[src/hw/rtl/tcpu_pkg.sv]
// Shared opcodes, ALU selects, jump conditions, status codes and the result type for the tiny CPU core.
package tcpu_pkg;

    // Major opcodes from the top nibble of the instruction word.
    localparam logic [3:0] OP_ILLEGAL = 4'h0;
    localparam logic [3:0] OP_SET     = 4'h1;
    localparam logic [3:0] OP_LOAD    = 4'h2;
    localparam logic [3:0] OP_STORE   = 4'h3;
    localparam logic [3:0] OP_MOVE    = 4'h4;
    localparam logic [3:0] OP_ALU     = 4'h5;
    localparam logic [3:0] OP_JMPC    = 4'h6;
    localparam logic [3:0] OP_JMPR    = 4'h7;
    localparam logic [3:0] OP_CALLC   = 4'h8;
    localparam logic [3:0] OP_CALLR   = 4'h9;
    localparam logic [3:0] OP_RET     = 4'hA;
    localparam logic [3:0] OP_PUSH    = 4'hB;
    localparam logic [3:0] OP_POP     = 4'hC;
    localparam logic [3:0] OP_IN      = 4'hD;
    localparam logic [3:0] OP_OUT     = 4'hE;
    localparam logic [3:0] OP_HALT    = 4'hF;

    // ALU selects.
    localparam logic [2:0] ALU_ADD  = 3'd0;
    localparam logic [2:0] ALU_SUB  = 3'd1;
    localparam logic [2:0] ALU_AND  = 3'd2;
    localparam logic [2:0] ALU_OR   = 3'd3;
    localparam logic [2:0] ALU_XOR  = 3'd4;
    localparam logic [2:0] ALU_SHR  = 3'd5;
    localparam logic [2:0] ALU_CMP  = 3'd6;
    localparam logic [2:0] ALU_TEST = 3'd7;

    // Jump conditions.
    localparam logic [2:0] COND_ALWAYS = 3'd0;
    localparam logic [2:0] COND_ZERO   = 3'd1;
    localparam logic [2:0] COND_NZERO  = 3'd2;
    localparam logic [2:0] COND_NEG    = 3'd3;
    localparam logic [2:0] COND_GT     = 3'd4;
    localparam logic [2:0] COND_LE     = 3'd5;
    localparam logic [2:0] COND_NNEG   = 3'd6;

    // Result status codes.
    localparam logic [1:0] ST_RUN     = 2'd0;
    localparam logic [1:0] ST_HALTED  = 2'd1;
    localparam logic [1:0] ST_ILLEGAL = 2'd2;

    localparam logic [3:0] MOVE_SP = 4'd8;

    // One result item.
    typedef struct packed {
        logic [1:0]  status;
        logic [15:0] pc_after;
        logic        out_valid;
        logic [7:0]  out_char;
        logic        in_taken;
    } result_t;

endpackage

[src/hw/rtl/tcpu_alu.sv]
// Shared 16-bit arithmetic, logic and shift unit of the tiny CPU core.
module tcpu_alu (
    input  logic [2:0]  sel,
    input  logic [15:0] a,
    input  logic [15:0] b,
    output logic [15:0] val
);
    import tcpu_pkg::*;

    // One operation per cycle; CMP matches SUB and TEST passes a through.
    always_comb
    begin
        case (sel)
            ALU_ADD: val = a + b;
            ALU_SUB: val = a - b;
            ALU_AND: val = a & b;
            ALU_OR:  val = a | b;
            ALU_XOR: val = a ^ b;
            ALU_SHR: val = (b[15:4] != 12'd0) ? 16'd0 : (a >> b[3:0]);
            ALU_CMP: val = a - b;
            default: val = a;
        endcase
    end
endmodule

[config.mk]
export PLATFORM = sky130hd
export DESIGN_NAME = tcpu_alu
export DESIGN_NICKNAME = d
export VERILOG_FILES = /design/src/hw/rtl/tcpu_pkg.sv /design/src/hw/rtl/tcpu_alu.sv
export SDC_FILE = /design/constraint.sdc
export NUM_CORES = 1
export LEC_CHECK = 0
export BUFFER_PORTS_ARGS = -buffer_cell sky130_fd_sc_hd__clkbuf_2
export CORE_MARGIN = 4
export CORE_UTILIZATION = 45
export DETAILED_ROUTE_END_ITERATION = 7
export MAX_ROUTING_LAYER = met4
export PLACE_DENSITY = 0.66
export SLEW_MARGIN = 20
export SYNTH_ARGS = -nofsm -noshare
export SYNTH_HDL_FRONTEND = slang
export SYNTH_SLANG_ARGS = --single-unit
export TNS_END_PERCENT = 30
[constraint.sdc]
create_clock -name vclk -period 5.73
set_clock_uncertainty 0.05 [all_clocks]
set_input_delay 0.2865 -clock vclk [all_inputs]
set_output_delay 0.2865 -clock vclk [all_outputs]
set_load 0.05 [all_outputs]
### After elaboration in Yosys (flattened, before gate mapping)

Index checks and enable logic that the tools add are counted.

* add/subtract/negate cells: 2
* eq/ne operators: 6
* shifts and indexed selects: 1
* multiplexer cells: 2
* bitwise operators: 3
* reductions and logical operators: 3

Operators by type and width (count)
* 16-bit case mux with 6 select lines: 1
* 16-bit adder: 1
* 16-bit bitwise AND: 1
* 16-bit 2-to-1 mux: 1
* 16-bit OR: 1
* 16-bit by 4-bit right shift with 16-bit output: 1
* 16-bit subtractor: 1
* 16-bit bitwise XOR: 1
* 12-bit nonzero test: 1
* 3-bit equality test, second input constant: 3
* 3-bit by 2-bit equality test with 1-bit output, second input constant: 2
* 3-bit by 1-bit equality test with 1-bit output, second input constant: 1
* 3-bit logical NOT: 1
* 2-bit OR reduction: 1

* flip-flop bits (word level): 0
* bits of input ports: 35
* word-level logic and storage cells: 17

### Depth between registers and ports, before layout

Gate-level depths: netlist of run 1.

* depth after elaboration: 3
* mapped depth: 17
* depth with buffers taken out: 13

### Worst setup path after synthesis of run 1

OpenSTA, ideal clock, no wires.

* path kind: input to output
* start point: in b[0]
* end point: out val[11]
* arrival: 3541 ps
* path slack: 1852 ps
* cell stages on the path: 16
* path through: buf_2 > buf_4 > buf_2 > inv_1 > ha_1 > and3_1 > nand2_1 > o31ai_1 > xnor2_1 > ha_1 > clkbuf_1 > a21o_1 > a31o_2 > a21oi_1 > nor3b_1 > a211oi_2

* cells in the longest elaborated chain, start to end: 3
* elaborated cells on any way between the ends: 5

Ends and longest elaborated chain
* start: declaration: line tcpu_alu.sv:5 `input logic [15:0] b,`
* parallel branches: the longest is 2 deep, another holds 16-bit subtractor
* 16-bit case mux with 6 select lines *: line tcpu_alu.sv:13 `case (sel)`
* end: declaration: line tcpu_alu.sv:6 `output logic [15:0] val`

Every way passes the cells marked *.

### Worst setup path after layout of run 1

* start point: in sel[1]
* end point: out val[15]

* cells in the longest elaborated chain, start to end: 3
* elaborated cells on any way between the ends: 9

Ends and longest elaborated chain
* start: declaration: line tcpu_alu.sv:3 `input logic [2:0] sel,`
* 3-bit equality test or 3-bit by 1-bit equality test with 1-bit output (tied branches): line tcpu_alu.sv:13
* 2-bit OR reduction (no line)
* 16-bit case mux with 6 select lines *: line tcpu_alu.sv:13

Mark *: on every way between the ends. The rest lies on a longest branch, timed or not.

==> results of run 1 <==
==> synth_stat cells, drive strengths merged, types with 5 or more instances <==
library cell	n	area [um^2]
ha	48	600.6
a21oi	44	220.2
inv	36	135.1
nand2	34	127.6
nor2	24	90.09
xnor2	20	175.2
clkbuf	16	60.06
o21ai	15	78.82
mux2i	14	140.1
nor3	13	65.06
a21o	11	82.58
buf	11	67.57
o22ai	8	50.05
a31oi	7	43.79
nand4	7	50.05
a211oi	6	50.05
a22oi	6	45.04
and3	6	37.54
nand2b	6	37.54
o22a	5	43.79
==> layer usage <==
| metal | vias up | share of wire | GRT usage |
|---|---|---|---|
| met5 | - | 0 | - |
| met2 | 179 | 0.44 | 0.4062 |
| met4 | 0 | 0.0084 | 0.02300 |
| met1 | 1572 | 0.48 | 0.3989 |
| met3 | 8 | 0.073 | 0.001843 |
| li1 | 1605 | - | - |
==> path summary, 6_finish.rpt <==
path / end / slack [ns] / cells past startpoint
max: val[15] / 1.43 / 13
min: val[0] / 1.03 / 3
==> layout make-up <==
class / instances / area, um^2 / area share
Inverter: 36 / 135.1 / 0.04245
Timing Repair Buffer: 52 / 262.8 / 0.08255
Multi-Input combinational cell: 352 / 2689 / 0.8447
Tap cell: 77 / 96.34 / 0.03027
==> critical path, cell delays in order <==
cell and delay, ns:
clkbuf_2 0.49, nor2_1 0.21, a22oi_1 0.61, a21o_1 0.25, inv_1 0.05, ha_1 0.25
nor2b_1 0.15, o2111ai_1 0.16, a21oi_1 0.40, a21oi_1 0.28, o41a_1 0.46, nand2_1 0.08
clkbuf_2 0.27
==> cell usage in the layout (no fill, tap or decap), drive strengths merged, types with 7 or more instances in the layout <==
| cell type | synthesis | final |
|---|---|---|
| a21o | 11 | 11 |
| a21oi | 44 | 44 |
| a31oi | 7 | 7 |
| clkbuf | 16 | 51 |
| ha | 48 | 48 |
| inv | 36 | 36 |
| mux2i | 14 | 14 |
| nand2 | 34 | 34 |
| nand4 | 7 | 7 |
| nor2 | 24 | 24 |
| nor3 | 13 | 13 |
| o21ai | 15 | 15 |
| o22ai | 8 | 8 |
| xnor2 | 20 | 20 |
==> cells by family after synthesis <==
logic type      Yosys count
compound gates          147
xor+xnor                 21
fa+ha+maj                49
buf+inv                  63
mux                      18
simple gates            117
==> through the flow <==
step	util	hold slack [ns]	cell area, um^2
floorplan	-	0.7975	2949
global placement	0.5009	1.027	3181
detailed placement	0.5009	1.041	3181
CTS	0.5009	1.043	3181
global route	0.5013	1.071	3183
finish	0.5013	1.035	3183
==> where the power goes <==
part           total (uW)  switching [uW]  internal, uW
clock network           0               0             0
logic                 434             283           151
registers               0               0             0
==> impl_metrics.toml, run 1 <==
[timing]
fin_crit_sh = 0.7506
setup_viol = 0
period_minus_slack_ns = 4.301
relSlewSlack = 0.4339
finalWorstSetupSlack_ns = 1.429
rsz0062_at_grt = "false"
hold_violations = 0
setup-tns-final_ns = 0
slew_violations = 0
tightestPinTransition_ns = 0.8468
fmax_mhz = 232.5

[min_path]
hold_path.startpoint = "a[0]"
hold_path.class = "primary input to output port"

[synth]
yosys.area_share.adder = 0.2104
yosys_warnings = 0
synth-simple-area-share = 0.2126
synth_xor_xnor_area_share = 0.06237
syn_nets = 499
ys_types = 74
avgSynthCellArea_um2 = 7.106
synth_top_family_by_area = "compound AO/OA/AOI/OAI gates"
synth_seq_area_share = 0
muxShareOfSynthArea = 0.07807
synth-compound-area-share = 0.3475
syn_area_um2 = 2949
synth_cells = 415

[floorplan]
dieArea_um2 = 7913
die_h_um = 88.96
core_area_um2 = 6350
fp.dieW_um = 88.96
rows = 29
ios = 51
start_util = 0.4644

[global_routing]
grt_pass1_wl_um = 16170
antenna_found_initial = 0
grt_pass1_vias = 3033
grtUsageTotal = 0.2626
grt_max_degree = 28
grt_overflow = 0

[routing]
drt-initial-drc-count = 344
vias = 3364
drc = 0
firstDrtPassIters = 5
wire_per_inst_um = 19.53
ant_nets = 0
vias_per_cell = 6.507
routed_wl_um = 10100

[setup_path]
cp.required_ns = 5.39
crit_fanout = 27
crit_type = "primary input to output port"
worstPathArrival_ns = 3.96
cp-start-kind = "primary input"
end_kind = "output port"
startpoint = "sel[1]"

[cells_and_area]
area.sequential_um2 = 0
syn_to_final_growth_pct = 7.934
seq_cells = 0
n_clock_buffer = 0
layout.cells.non_filler = 517
n_fill_cell = 655
layout-drive-gt1-share = 0.1545
antenna_cells = 0
fin_nets = 526

[pwr]
irDropWorstVdd_v = 0.00008790
p_per_area_nw_per_um2 = 136.4
power_uw = 434.1
p_leak_uw = 0.001566

[placed_design]
post-place-ws_ns = 1.492
globalplace.congestion = 0.9529
hpwl_um = 7736
placed_cells = 517
port_buffers = 51

[clock_tree]
cts_resized = 0
cts_setup_buffers = 0
cts_hold_buf = 0

[flow_run]
drv_cap = 0

[run_status]
status = "finished clean"
(Power assumes the default switching activity.)
==> inputs of run 2 (changes only) <==
ABC_AREA = 1   (was not set)
clock period = 4.5 ns   (was 5.73 ns; I/O delays follow)
==> impl_metrics.toml, run 2 <==
[min_path]
min_to = "val[7]"
holdPathStages = 4
hold_path.class = "primary input to output port"
hold_path.startpoint = "a[7]"

[synth]
synth_cells = 556
yosys.area.top_type_share = 0.2123
syn_area_um2 = 3005
post-synth-top-count-cell = "nand2_1"
synthTopCellsByArea = "nand2_1 (21%), ha_1 (20%), inv_1 (9.2%), nor2_1 (7.1%), nand3_1 (6.8%)"
ys_types = 39
yosysTopAreaCell = "nand2_1"
avgSynthCellArea_um2 = 5.405
syn_nets = 640
yosys_warnings = 0
synth_seq_area_share = 0
synth_common_cells = "nand2_1 (170), inv_1 (74), nor2_1 (57)"

[placed_design]
globalplace.congestion = 0.9457
hpwl_um = 8247
port_buffers = 51
dpl_cell_area_um2 = 3268

[clock_tree]
cts_setup_buffers = 0
cts_hold_buf = 0
cts_resized = 0

[cells_and_area]
layout-drive-gt1-share = 0.1284
n_clock_buffer = 0
seq_cells = 0
syn_to_final_growth_pct = 8.743
fin_nets = 678
final_cell_mix = "nand2_1 (170), inv_1 (74), nor2_1 (57), clkbuf_2 (51), ha_1 (48)"
antenna_cells = 0
area.sequential_um2 = 0
stdcell_area_um2 = 3268
layout_commonest_cell = "nand2_1"

[routing]
firstDrtPassIters = 4
wire_per_inst_um = 15.22
routed_wl_um = 10190
vias_per_cell = 5.510
vias = 3686
drc = 0
ant_nets = 0
drt-initial-drc-count = 289

[global_routing]
antenna_found_initial = 0
grt_pass1_vias = 3366
grt_pass1_wl_um = 16840
grtUsageTotal = 0.2529
grt_max_degree = 34
grt_overflow = 0

[setup_path]
critical-path-max-stage-delay_ns = 0.41
worstPathArrival_ns = 3.39
cp-start-kind = "primary input"
end_kind = "output port"
cp_slowest_cell = "inv_1"
path_common_cell = "nand2_1"
crit_chain = "clkbuf_2, inv_1, ha_1, nand3_1, o31ai_1, xor2_1, inv_1, ha_1, nand2_1, inv_1, a21oi_1, nand2_1, nand2_1, nand2_1, nand2_1, nand3_1, a21oi_1, clkbuf_2"
crit_fanout = 20
cp.required_ns = 4.22
crit_type = "primary input to output port"

[timing]
slew_violations = 0
rsz0062_at_grt = "false"
period_minus_slack_ns = 3.661
relSlewSlack = 0.4330
setup_viol = 0
tightestPinTransition_ns = 0.8481
fin_crit_sh = 0.8137
fmax_mhz = 273.1
hold_violations = 0
setup-tns-final_ns = 0

[floorplan]
start_util = 0.4680
die_h_um = 89.72
fp.dieW_um = 89.72
core_area_um2 = 6422
ios = 51
dieArea_um2 = 8050
rows = 29

[pwr]
irDropWorstVdd_v = 0.0001002
p_leak_uw = 0.001864
power_uw = 520.6
p_per_area_nw_per_um2 = 159.3

[flow_run]
drv_cap = 0

[run_status]
status = "finished clean"
-- run 2: how the worst max path moves through the flow --
| stage | slack, ns | start | to |
|---|---|---|---|
| after floorplan | 1.07 | b[1] | val[13] |
| after global placement | 0.89 | b[1] | val[12] |
| after detailed placement | 0.87 | b[1] | val[11] |
| after CTS | 0.86 | b[1] | val[11] |
| after global routing | 0.44 | b[1] | val[13] |
| final | 0.84 | b[1] | val[11] |
-- run 2: layout make-up --
class,count,area [um^2]
multi-input cells,460,2606
inverters,80,302.8
fillers,750,3154
well taps,77,96.34
repair buffers,52,262.8
-- run 2: kinds of logic (layout without fill, tap and decap cells) --
| family | after synthesis | in the layout | synth area share |
|---|---|---|---|
| AO/OA/AOI/OAI | 100 | 100 | 0.1965 |
| AND/OR/NAND/NOR | 297 | 297 | 0.4234 |
| adder cells (fa/ha/maj) | 49 | 49 | 0.2065 |
| XOR/XNOR | 14 | 14 | 0.04080 |
| buffers and inverters | 96 | 132 | 0.1328 |
-- run 2: worst max-delay path: cells and delay by family --
family / cells / cell delay [ns]
buffers and inverters: 5 / 1.07
AOI/OAI and AO/OA: 3 / 0.57
and+or+nand+nor: 7 / 0.74
adders and majority gates: 2 / 0.59
xor gates and xnor gates: 1 / 0.17
-- run 2: stage by stage --
step             util  instances  setup slack, ns  hold slack, ns
3_5_place_dp   0.5089        669           0.8682          0.9113
3_3_place_gp   0.5089        669           0.8888          0.9048
5_1_grt        0.5089        669           0.4405          0.9397
4_1_cts        0.5089        669           0.8629          0.9103
2_1_floorplan       -        556            1.071          0.6776
6_report       0.5089        669           0.8385          0.9090
-- run 2: per-layer routing --
| metal | part of all wire | GRT usage | routed length, um |
|---|---|---|---|
| met1 | 0.47 | 0.3578 | 4815 |
| met2 | 0.45 | 0.4117 | 4611 |
| met3 | 0.064 | 0.01169 | 654 |
| met4 | 0.010 | 0.03193 | 104 |
| met5 | 0 | - | 0 |
-- run 2: power by group --
group,switching [uW],internal [uW]
clock,0,0
combinational,366,155
sequential,0,0
